$ cat src/lpht_pkg.sv
// ----------------------------------------------------------------------------
// lpht_pkg
// Types and constants of the linear probing hash table.
// ----------------------------------------------------------------------------
package lpht_pkg;

  localparam int SLOTS_DEFAULT         = 16;
  localparam int PAYLOAD_WIDTH_DEFAULT = 32;
  localparam int MAX_PAYLOAD_WIDTH     = 64;

  localparam int KEY_WIDTH   = 32;
  localparam int VALUE_WIDTH = 32;
  localparam int OP_WIDTH    = 2;
  localparam int CFG_WIDTH   = 5;
  localparam int CFG_MAX     = 31;
  localparam int CFG_RESET   = 16;

  // modulo unit takes two key bits per step
  localparam int DIV_STEPS  = KEY_WIDTH / 2;
  localparam int DIV_STEP_W = $clog2(DIV_STEPS);

  localparam logic [OP_WIDTH-1:0] OP_PUT    = 2'd0;
  localparam logic [OP_WIDTH-1:0] OP_GET    = 2'd1;
  localparam logic [OP_WIDTH-1:0] OP_REMOVE = 2'd2;

  typedef enum logic [2:0] {
    ST_IDLE,
    ST_DIVIDE,
    ST_PROBE,
    ST_DRAIN,
    ST_COMMIT
  } state_t;

endpackage

$ cat src/linear_probe_hash_table.sv
// ----------------------------------------------------------------------------
// linear_probe_hash_table
// Open addressing key/payload table with linear probing, one request at a time.
// ----------------------------------------------------------------------------
//  channel   direction  handshake              payload
//  request   in         req_valid / req_stall  opcode, key, value_in
//  response  out        rsp_valid / rsp_stall  ok, value_out
//  config    in         cfg_valid / cfg_ready  slots_in_use
//
//  a request runs from accept to response through the 2-bit-a-step modulo unit
//  for the start slot, then n reads of the key/payload table (one read port,
//  one write port), n the active slots, then the drain and commit states.
//  an unused opcode skips the modulo unit and the probe and goes straight to commit.
//  reset clears the valid bits at once, no clearing pass; the slot count
//  returns to 16 (limited to SLOTS).
//  the response register holds under rsp_stall; the next request is taken
//  while a response waits, and its commit waits until the register is free.
// ----------------------------------------------------------------------------
module linear_probe_hash_table import lpht_pkg::*; #(
  parameter int SLOTS         = SLOTS_DEFAULT,
  parameter int PAYLOAD_WIDTH = PAYLOAD_WIDTH_DEFAULT
) (
  input  logic                   clk,
  input  logic                   rst,
  input  logic                   req_valid,
  output logic                   req_stall,
  input  logic [OP_WIDTH-1:0]    opcode,
  input  logic [KEY_WIDTH-1:0]   key,
  input  logic [VALUE_WIDTH-1:0] value_in,
  output logic                   rsp_valid,
  input  logic                   rsp_stall,
  output logic                   ok,
  output logic [VALUE_WIDTH-1:0] value_out,
  input  logic                   cfg_valid,
  output logic                   cfg_ready,
  input  logic [CFG_WIDTH-1:0]   slots_in_use
);

  // the slot count register cannot reach past CFG_MAX slots
  localparam int DEPTH     = (SLOTS < CFG_MAX) ? SLOTS : CFG_MAX;
  localparam int AW        = $clog2(DEPTH);
  localparam int RESET_CNT = (SLOTS < CFG_RESET) ? SLOTS : CFG_RESET;
  localparam int TW        = CFG_WIDTH + 2;

  typedef logic [PAYLOAD_WIDTH-1:0] payload_t;

  state_t state, state_next;

  logic [CFG_WIDTH-1:0]   cfg_slots;
  logic [CFG_WIDTH-1:0]   act_n;

  logic [OP_WIDTH-1:0]    op_q;
  logic [KEY_WIDTH-1:0]   key_q;
  payload_t               pay_q;
  logic [CFG_WIDTH-1:0]   n_q;
  logic [KEY_WIDTH-1:0]   dividend;
  logic [CFG_WIDTH-1:0]   rem;
  logic [CFG_WIDTH-1:0]   rem_next;
  logic [DIV_STEP_W-1:0]  step;
  logic [AW-1:0]          cur;
  logic [CFG_WIDTH-1:0]   left;

  logic [DEPTH-1:0]       vld;
  logic [KEY_WIDTH-1:0]   key_mem [DEPTH];
  payload_t               pay_mem [DEPTH];
  logic [KEY_WIDTH-1:0]   rd_key;
  payload_t               rd_pay;
  logic                   rd_vld;
  logic [AW-1:0]          rd_idx;
  logic                   pv;

  logic                   hit_found;
  logic [AW-1:0]          hit_idx;
  logic [VALUE_WIDTH-1:0] hit_value;
  logic                   empty_found;
  logic [AW-1:0]          empty_idx;

  logic                   accept;
  logic                   out_free;
  logic                   commit_fire;
  logic                   issue;
  logic                   put_ok;
  logic [AW-1:0]          dst;
  logic                   ok_next;
  logic [VALUE_WIDTH-1:0] value_next;

  logic [TW-1:0]          t;
  logic [TW-1:0]          n1;
  logic [TW-1:0]          n2;
  logic [TW-1:0]          n3;
  logic [TW-1:0]          t_red;
  logic [CFG_WIDTH:0]     cur_inc;
  logic [MAX_PAYLOAD_WIDTH-1:0] in_wide;
  logic [MAX_PAYLOAD_WIDTH-1:0] rd_wide;

  assign accept      = req_valid && !req_stall;
  assign out_free    = !rsp_valid || !rsp_stall;
  assign commit_fire = (state == ST_COMMIT) && out_free;

  always_comb begin
    if (cfg_slots == '0) begin
      act_n = CFG_WIDTH'(1);
    end else if (cfg_slots > CFG_WIDTH'(DEPTH)) begin
      act_n = CFG_WIDTH'(DEPTH);
    end else begin
      act_n = cfg_slots;
    end
  end

  // one remainder step: r = (4r + two key bits) mod n
  always_comb begin
    t  = {rem, dividend[KEY_WIDTH-1 -: 2]};
    n1 = TW'(n_q);
    n2 = n1 << 1;
    n3 = n2 + n1;
    if (t >= n3) begin
      t_red = t - n3;
    end else if (t >= n2) begin
      t_red = t - n2;
    end else if (t >= n1) begin
      t_red = t - n1;
    end else begin
      t_red = t;
    end
    rem_next = t_red[CFG_WIDTH-1:0];
  end

  assign cur_inc = {1'b0, CFG_WIDTH'(cur)} + (CFG_WIDTH + 1)'(1);

  always_comb begin
    state_next = state;
    case (state)
      ST_IDLE: begin
        if (accept) begin
          if (opcode == OP_PUT || opcode == OP_GET || opcode == OP_REMOVE) begin
            state_next = ST_DIVIDE;
          end else begin
            state_next = ST_COMMIT;
          end
        end
      end
      ST_DIVIDE: begin
        if (step == DIV_STEP_W'(DIV_STEPS - 1)) begin
          state_next = ST_PROBE;
        end
      end
      ST_PROBE: begin
        if (left == CFG_WIDTH'(1)) begin
          state_next = ST_DRAIN;
        end
      end
      ST_DRAIN: begin
        state_next = ST_COMMIT;
      end
      ST_COMMIT: begin
        if (out_free) begin
          state_next = ST_IDLE;
        end
      end
      default: begin
        state_next = ST_IDLE;
      end
    endcase
  end

  always_comb begin
    req_stall = 1'b1;
    cfg_ready = 1'b0;
    issue     = 1'b0;
    case (state)
      ST_IDLE: begin
        req_stall = 1'b0;
        cfg_ready = 1'b1;
      end
      ST_PROBE: begin
        issue = 1'b1;
      end
      default: begin
        req_stall = 1'b1;
      end
    endcase
  end

  // commit decision
  always_comb begin
    put_ok     = 1'b0;
    dst        = hit_found ? hit_idx : empty_idx;
    ok_next    = 1'b0;
    value_next = '0;
    case (op_q)
      OP_PUT: begin
        put_ok  = hit_found || empty_found;
        ok_next = put_ok;
      end
      OP_GET: begin
        ok_next    = hit_found;
        value_next = hit_found ? hit_value : '0;
      end
      OP_REMOVE: begin
        ok_next = hit_found;
      end
      default: begin
        ok_next = 1'b0;
      end
    endcase
  end

  assign in_wide = MAX_PAYLOAD_WIDTH'(value_in);
  assign rd_wide = MAX_PAYLOAD_WIDTH'(rd_pay);

  always_ff @(posedge clk) begin
    if (rst) begin
      state     <= ST_IDLE;
      cfg_slots <= CFG_WIDTH'(RESET_CNT);
      vld       <= '0;
      rsp_valid <= 1'b0;
      pv        <= 1'b0;
    end else begin
      state <= state_next;
      pv    <= issue;
      if (cfg_valid && cfg_ready) begin
        cfg_slots <= slots_in_use;
      end
      if (commit_fire) begin
        if (put_ok) begin
          vld[dst] <= 1'b1;
        end else if (op_q == OP_REMOVE && hit_found) begin
          vld[hit_idx] <= 1'b0;
        end
      end
      if (commit_fire) begin
        rsp_valid <= 1'b1;
      end else if (!rsp_stall) begin
        rsp_valid <= 1'b0;
      end
    end
  end

  always_ff @(posedge clk) begin
    if (accept) begin
      op_q        <= opcode;
      key_q       <= key;
      pay_q       <= in_wide[PAYLOAD_WIDTH-1:0];
      n_q         <= act_n;
      dividend    <= key;
      rem         <= '0;
      step        <= '0;
      hit_found   <= 1'b0;
      empty_found <= 1'b0;
    end
    if (state == ST_DIVIDE) begin
      dividend <= dividend << 2;
      rem      <= rem_next;
      step     <= step + DIV_STEP_W'(1);
      if (step == DIV_STEP_W'(DIV_STEPS - 1)) begin
        cur  <= rem_next[AW-1:0];
        left <= n_q;
      end
    end
    if (issue) begin
      left <= left - CFG_WIDTH'(1);
      if (cur_inc >= {1'b0, n_q}) begin
        cur <= '0;
      end else begin
        cur <= cur_inc[AW-1:0];
      end
    end
    rd_vld <= vld[cur];
    rd_idx <= cur;
    // compare the slot read in the previous cycle
    if (pv) begin
      if (rd_vld && rd_key == key_q && !hit_found) begin
        hit_found <= 1'b1;
        hit_idx   <= rd_idx;
        hit_value <= rd_wide[VALUE_WIDTH-1:0];
      end
      if (!rd_vld && !empty_found) begin
        empty_found <= 1'b1;
        empty_idx   <= rd_idx;
      end
    end
    if (commit_fire) begin
      ok        <= ok_next;
      value_out <= value_next;
    end
  end

  // key and payload table
  always_ff @(posedge clk) begin
    if (commit_fire && put_ok) begin
      key_mem[dst] <= key_q;
      pay_mem[dst] <= pay_q;
    end
    rd_key <= key_mem[cur];
    rd_pay <= pay_mem[cur];
  end

endmodule

$ cat config.mk
export PLATFORM = sky130hd
export DESIGN_NAME = linear_probe_hash_table
export DESIGN_NICKNAME = d
export VERILOG_FILES = /design/src/lpht_pkg.sv /design/src/linear_probe_hash_table.sv
export SDC_FILE = /design/constraint.sdc
export NUM_CORES = 1
export LEC_CHECK = 0
export BUFFER_PORTS_ARGS = -buffer_cell sky130_fd_sc_hd__buf_4
export CAP_MARGIN = 20
export CORE_UTILIZATION = 55
export DETAILED_ROUTE_END_ITERATION = 10
export PLACE_DENSITY = 0.75
export SLEW_MARGIN = 20
export SYNTH_ARGS = -nofsm -noshare
export SYNTH_HDL_FRONTEND = slang
export SYNTH_SLANG_ARGS = --single-unit
$ cat constraint.sdc
create_clock -name clk -period 6.2 [get_ports clk]
set_clock_uncertainty 0.1 [all_clocks]
set_input_delay 1.24 -clock clk [delete_from_list [all_inputs] [get_ports clk]]
set_output_delay 1.24 -clock clk [all_outputs]
set_load 0.05 [all_outputs]
# [Word level (Yosys, flattened, before mapping)]
# Memories as Yosys holds them, arrays and structs flattened. A register that Yosys moved wholly into a read port is not among the register bits.
# Index checks and enable logic that the tools add are counted.
[word_totals] mem_bits_rw=1024 memories=2 regBits=227
[classes] addsub=7 magnitude_cmp=10 muxes=47 n_reduce_logical=35 n_eq_ne=16 bitwise_logic=3
[memory_table] name="key_mem" depth=16 width=32 read_ports=1 rd_clocked_by_memory_dff=1 wr=1 line_no="linear_probe_hash_table.sv:64" source="logic [KEY_WIDTH-1:0] key_mem [DEPTH];"
[memory_table] name="pay_mem" depth=16 width=32 read_ports=1 rd_clocked_by_memory_dff=1 wr=1 line_no="linear_probe_hash_table.sv:65" source="payload_t pay_mem [DEPTH];"
[op_table] operator="2-to-1 mux 32 bit" n=2
[op_table] operator="2-to-1 mux 5 bit" n=9
[op_table] operator="== test 32 bit" n=1
[op_table] operator="2-to-1 mux 16 bit" n=2
[op_table] operator="2-to-1 mux 4 bit" n=7
[op_table] operator="2-to-1 mux 1 bit" n=17
[op_table] operator="AND 16 bit" n=1
[op_table] operator="inverter 16 bit" n=1
[op_table] operator="bitwise OR 16 bit" n=1
[op_table] operator="< comparator 4 x 5 -> 1 bit (second input constant)" n=3
[op_table] operator="2-to-1 mux 3 bit" n=5
[op_table] operator="one-hot mux 3 bit (5 select lines)" n=1
[op_table] operator="subtractor 5 bit" n=3
[op_table] operator="logical AND 1 bit" n=10
[op_table] operator="AND reduction 2 bit" n=5
[op_table] operator="demux 1 bit (select 4 bit)" n=2
[op_table] operator="greater-or-equal comparator 4 x 1 -> 1 bit (second input constant)" n=2
[op_table] operator="!= test 2 bit (second input constant)" n=4
[op_table] operator="nonzero test 2 bit" n=4
[op_table] operator="adder 6 x 5 -> 7 bit" n=1
[op_table] operator="greater-or-equal comparator 7 x 5 -> 1 bit" n=1
[op_table] operator="greater-or-equal comparator 7 x 6 -> 1 bit" n=1
[op_table] operator="greater-or-equal comparator 7 bit" n=1
[op_table] operator="== test 3 x 2 -> 1 bit (second input constant)" n=2
[op_table] operator="other kinds (21)" n=32

# [Logic depth before layout (Yosys ltp)]
[depth] depth_word=8 depth_mapped=14 ltp_nobuf=13

# [Least setup slack after synthesis]
# OpenSTA, ideal clock, no wires.
[synth_timing] path_type="input-to-reg" from="input rsp_stall" to="memory key_mem[0][0] (enable)" stages=4 slack_ns=1.154 required_ns=5.612 t_arrival_ns=4.458 path_cell_list="nand2_1 -> nor3b_4 -> nand2_1 -> nor2_1"
[synth_between] elab_chain_len=6
[synth_lines] element="start: declaration" line_no="linear_probe_hash_table.sv:31" source="input logic rsp_stall,"
[synth_lines] element="zero test 1 bit"
[synth_lines] element="logical OR 1 bit" line_no="linear_probe_hash_table.sv:97" source="assign out_free = !rsp_valid || !rsp_stall;"
[synth_lines] element="logical AND 1 bit" line_no="linear_probe_hash_table.sv:98" source="assign commit_fire = (state == ST_COMMIT) && out_free;"
[synth_lines] element="logical AND 1 bit" line_no="linear_probe_hash_table.sv:290" source="if (commit_fire && put_ok) begin"
[synth_lines] element="2-to-1 mux 1 bit" line_no="linear_probe_hash_table.sv:290"
[synth_lines] element="2-to-1 mux 1 bit (not written as such)" line_no="linear_probe_hash_table.sv:291" source="key_mem[dst] <= key_q;"
[synth_lines] element="end: declaration" line_no="linear_probe_hash_table.sv:64"
# Every way passes these cells.

# [Worst setup path after layout]
[layout_timing] from="register hit_found" to="memory key_mem[6][6] (enable)"
[layout_between] elab_chain_len=5 elab_cells_between_ends=6
[layout_lines] element="start: declaration" line_no="linear_probe_hash_table.sv:72" source="logic hit_found;"
[layout_lines] element="start signal: assignment" line_no="linear_probe_hash_table.sv:248" source="hit_found <= 1'b0;"
[layout_lines] element="start signal: assignment" line_no="linear_probe_hash_table.sv:273" source="hit_found <= 1'b1;"
[layout_lines] element="logical OR 1 bit" line_no="linear_probe_hash_table.sv:192" source="put_ok = hit_found || empty_found;"
[layout_lines] element="2-to-1 mux 1 bit" line_no="linear_probe_hash_table.sv:190" source="case (op_q)"
[layout_lines] element="logical AND 1 bit" line_no="linear_probe_hash_table.sv:290"
[layout_lines] element="2-to-1 mux 1 bit" line_no="linear_probe_hash_table.sv:290"
[layout_lines] element="2-to-1 mux 1 bit (not written as such)" line_no="linear_probe_hash_table.sv:291"
# Parallel ways exist; a longest one is shown, timed or not.

==> out/qor.txt <==
Die area -> 0.0926 mm²
Fin. Hold Viols -> 0
Endpoints failing setup -> 0
Sequential share of the synthesized area -> 76.6%
Share of layout cells above drive strength 1 -> 20.4%
Post-synth EDFFs -> 1216
Crit path launch type -> register
HP Class -> register to register
Via count -> 25.4k
Syn_area_per_cell -> 18.7 µm²
Crit path max fanout -> 53
Max_slew headroom -> 25.3%
Skew-Pair Late Insertion Delay -> 0.73 ns
DRC viols -> 0
GR met3 Demand/Resource -> 3.78%
RSZ-0062 raised after global routing -> false
CTS tree -> done
VDD IR-drop max -> 255 µV
DRT antenna net count -> 0
Tmin final -> 3.97 ns
Post_cts resized -> 0
Global-route usage over all layers -> 23.3%
Chip height -> 304 µm
Worst Path Required -> 6.48 ns
CP max stage delay -> 0.99 ns
Synth Instances -> 2688
Post-CTS Setup Inserts -> 0
Hold-fix buffers, CTS -> 0
Slowest CP cell -> dfxtp_2
Area of the multi-input gates -> 0.0111 mm²
Worst R2R Path Depth -> 6
Post-DR wirelength/cell -> 25.8 µm
Commonest non-fill, non-tap cell in the layout -> edfxtp_1
Pin slew with the least headroom to its limit -> 1.12 ns
Met1 Use GR -> 32.2%
Hold endpoint -> hit_value[25]
Max-cap violations -> 0
Core Rows -> 110
Setup TNS -> 0 ns
Hold path cells -> 0
FF+latch count, synth -> 1315
Leak -> 19.3 nW
Grt met2 use -> 38.6%
Vias per inst -> 6.15
Gr busiest metal -> met2
GRT overflow -> 0
Antenna Diode Count -> 0
DP Wirelength -> 59.5 mm
Area Growth Syn to Fin -> 13.3%
DR iter-0 viols -> 2724
Overall routed net length -> 107 mm
Slew Limit Fails -> 0
Chip width -> 304 µm
First-pass iteration count of the detailed router -> 5
Most frequent cells in the layout -> edfxtp_1 (1216), mux2i_1 (202), o21ai_0 (152)
CTS HTree Levels -> 4
Cell Chain, Critical Path -> o21ai_0 > nor3b_4 > nand2_1 > or2_1 > clkinv_2 > buf_4
Reg2Reg Setup Slack -> 2.23 ns
I/O pin cnt -> 112
Global placer's final weighted congestion -> 0.831
Initial Util -> 55.7%
RR Endpoint -> key_mem[6][6]
Longest Clk Path Bufs -> 3
Core area -> 0.0903 mm²
Fillers -> 5953
Mapped cell area -> 0.0503 mm²
R2R Path Start -> hit_found
Final Power -> 20.2 mW
Vias in the first global route -> 26.4k
Crit. End Element -> register
Clock sinks -> 1315
First-pass GRT wire length -> 162 mm
Prevailing post-synth register cell -> edfxtp_1
Sequential Area -> 0.0385 mm²
Crit path DAT -> 4.25 ns
Fin Hold WS -> 0.302 ns
Pwr Density -> 354 mW/mm²
Final period util -> 64.0%
Initial antenna violation count -> 0
FMAX -> 252 MHz
TritonCTS Buffers -> 133
WS Path Type -> register to register
I/O Buffers -> 111
Post-synthesis cell type count -> 75
Largest net degree at the start of global routing -> 110
FFs w/ async S/R, synth -> 0%
Synth warn -> 0
CTS clk-pin slew, worst paths -> 0.06 ns
Final net count -> 2964
Status -> complete, no violations
Syn Nets -> 2804
CTS root buf -> clkbuf_16
Hold path startpoint -> rd_pay[25]
==> metal layers <==
metal  part of all wire (%)  vias to the layer above
met5                      0                        -
met4                    2.1                        0
met3                    6.7                      152
met2                     50                     1007
met1                     41                    13100
li1                       -                    11200
==> Yosys cell counts (all sizes together), types with 2 or more instances <==
| cell | instances | area [µm²] |
|---|---|---|
| nand2 | 101 | 382 |
| or2 | 5 | 31.3 |
| nor3 | 10 | 50.1 |
| nand4 | 3 | 18.8 |
| and2b | 3 | 25.0 |
| buf | 64 | 397 |
| a31oi | 4 | 25.0 |
| a211oi | 7 | 57.6 |
| or3b | 2 | 20.0 |
| nand3b | 2 | 15.0 |
| a21oi | 102 | 522 |
| xor2 | 38 | 333 |
| nor3b | 4 | 46.3 |
| o21ai | 153 | 766 |
| a22oi | 65 | 488 |
| a22o | 31 | 273 |
| and2 | 10 | 63.8 |
| nor2 | 50 | 193 |
| clkbuf | 73 | 304 |
| o21a | 5 | 37.5 |
| o211ai | 2 | 15.0 |
| nand2b | 7 | 43.8 |
| inv | 28 | 105 |
| a211o | 2 | 17.5 |
| xnor2 | 10 | 87.6 |
| dfxtp | 99 | 1980 |
| nor2b | 6 | 37.5 |
| mux2i | 202 | 2020 |
| o31ai | 2 | 20.0 |
| ha | 36 | 450 |
| mux4 | 130 | 2930 |
| edfxtp | 1216 | 36500 |
| fa | 4 | 80.1 |
| nor4 | 7 | 43.8 |
| and3 | 33 | 206 |
| mux2 | 66 | 743 |
| nand3 | 11 | 55.1 |
| o221ai | 2 | 17.5 |
| a221oi | 65 | 569 |
| a311oi | 3 | 32.5 |
| a21o | 8 | 60.1 |
| and4b | 2 | 23.8 |
==> worst max-delay path by stage <==
| stage | startpoint | to | slack (ns) |
|---|---|---|---|
| floorplan | rsp_stall | key_mem[0][0] | 1.15 |
| global placement | rsp_stall | key_mem[6][12] | 2.21 |
| detailed placement | rsp_stall | pay_mem[1][21] | 2.14 |
| CTS | hit_found | pay_mem[1][30] | 2.19 |
| global route | hit_found | key_mem[6][6] | 2.03 |
| finish | hit_found | key_mem[6][6] | 2.23 |
==> registers in the layout (all words and copies together) (netlist names), 5 cells and up <==
register	count
left	5
n_q	5
key_mem	512
pay_q	32
cfg_slots	5
rd_pay	32
key_q	32
vld	16
hit_value	32
value_out	32
rem	5
pay_mem	512
rd_key	32
dividend	32
==> critical path, delay by kind of cell (launching register included) <==
kind,cells,cell delay [ns]
AND/OR/NAND/NOR,3,0.90
flip-flops,1,0.99
AO/OA/AOI/OAI,1,0.39
buffers and inverters,2,1.18
==> area by class of cell <==
cell class,instances,share of cell area [%]
clock buffer,185,6.62
clock inverter,59,1.13
inverter,28,0.202
multi-input combinational,1208,19.5
sequential,1315,67.6
tap,1176,2.58
timing repair buffer,162,2.42
==> per-stage QoR <==
step                      util (%)  cells  setup WS (ns)  instance area, µm²
after CTS                     63.0   4129           2.19               56900
after global placement        58.1   3885           2.21               52400
after global routing          63.1   4133           2.03               57000
after detailed placement      58.1   3885           2.14               52400
final                         63.1   4133           2.23               57000
after floorplan                  -   2688           1.15               50300
==> logic make-up after synthesis <==
kind of cell               Yosys count  synth area share [%]
adders and majority gates           40                  1.06
and+or+nand+nor                    259                  2.55
AOI/OAI and AO/OA                  463                  6.06
xor gates and xnor gates            48                 0.836
DFF                               1315                  76.6
muxes                              398                  11.3
buffers and inverters              165                  1.60
==> power by group <==
part | total, mW | internal, mW | switching (mW) | leakage [nW]
clock network | 8.00 | 4.73 | 3.27 | 2.16
registers | 10.5 | 10.1 | 0.339 | 11.8
logic | 1.72 | 0.688 | 1.03 | 5.33
Note: power is estimated with default switching activity, not from simulation.
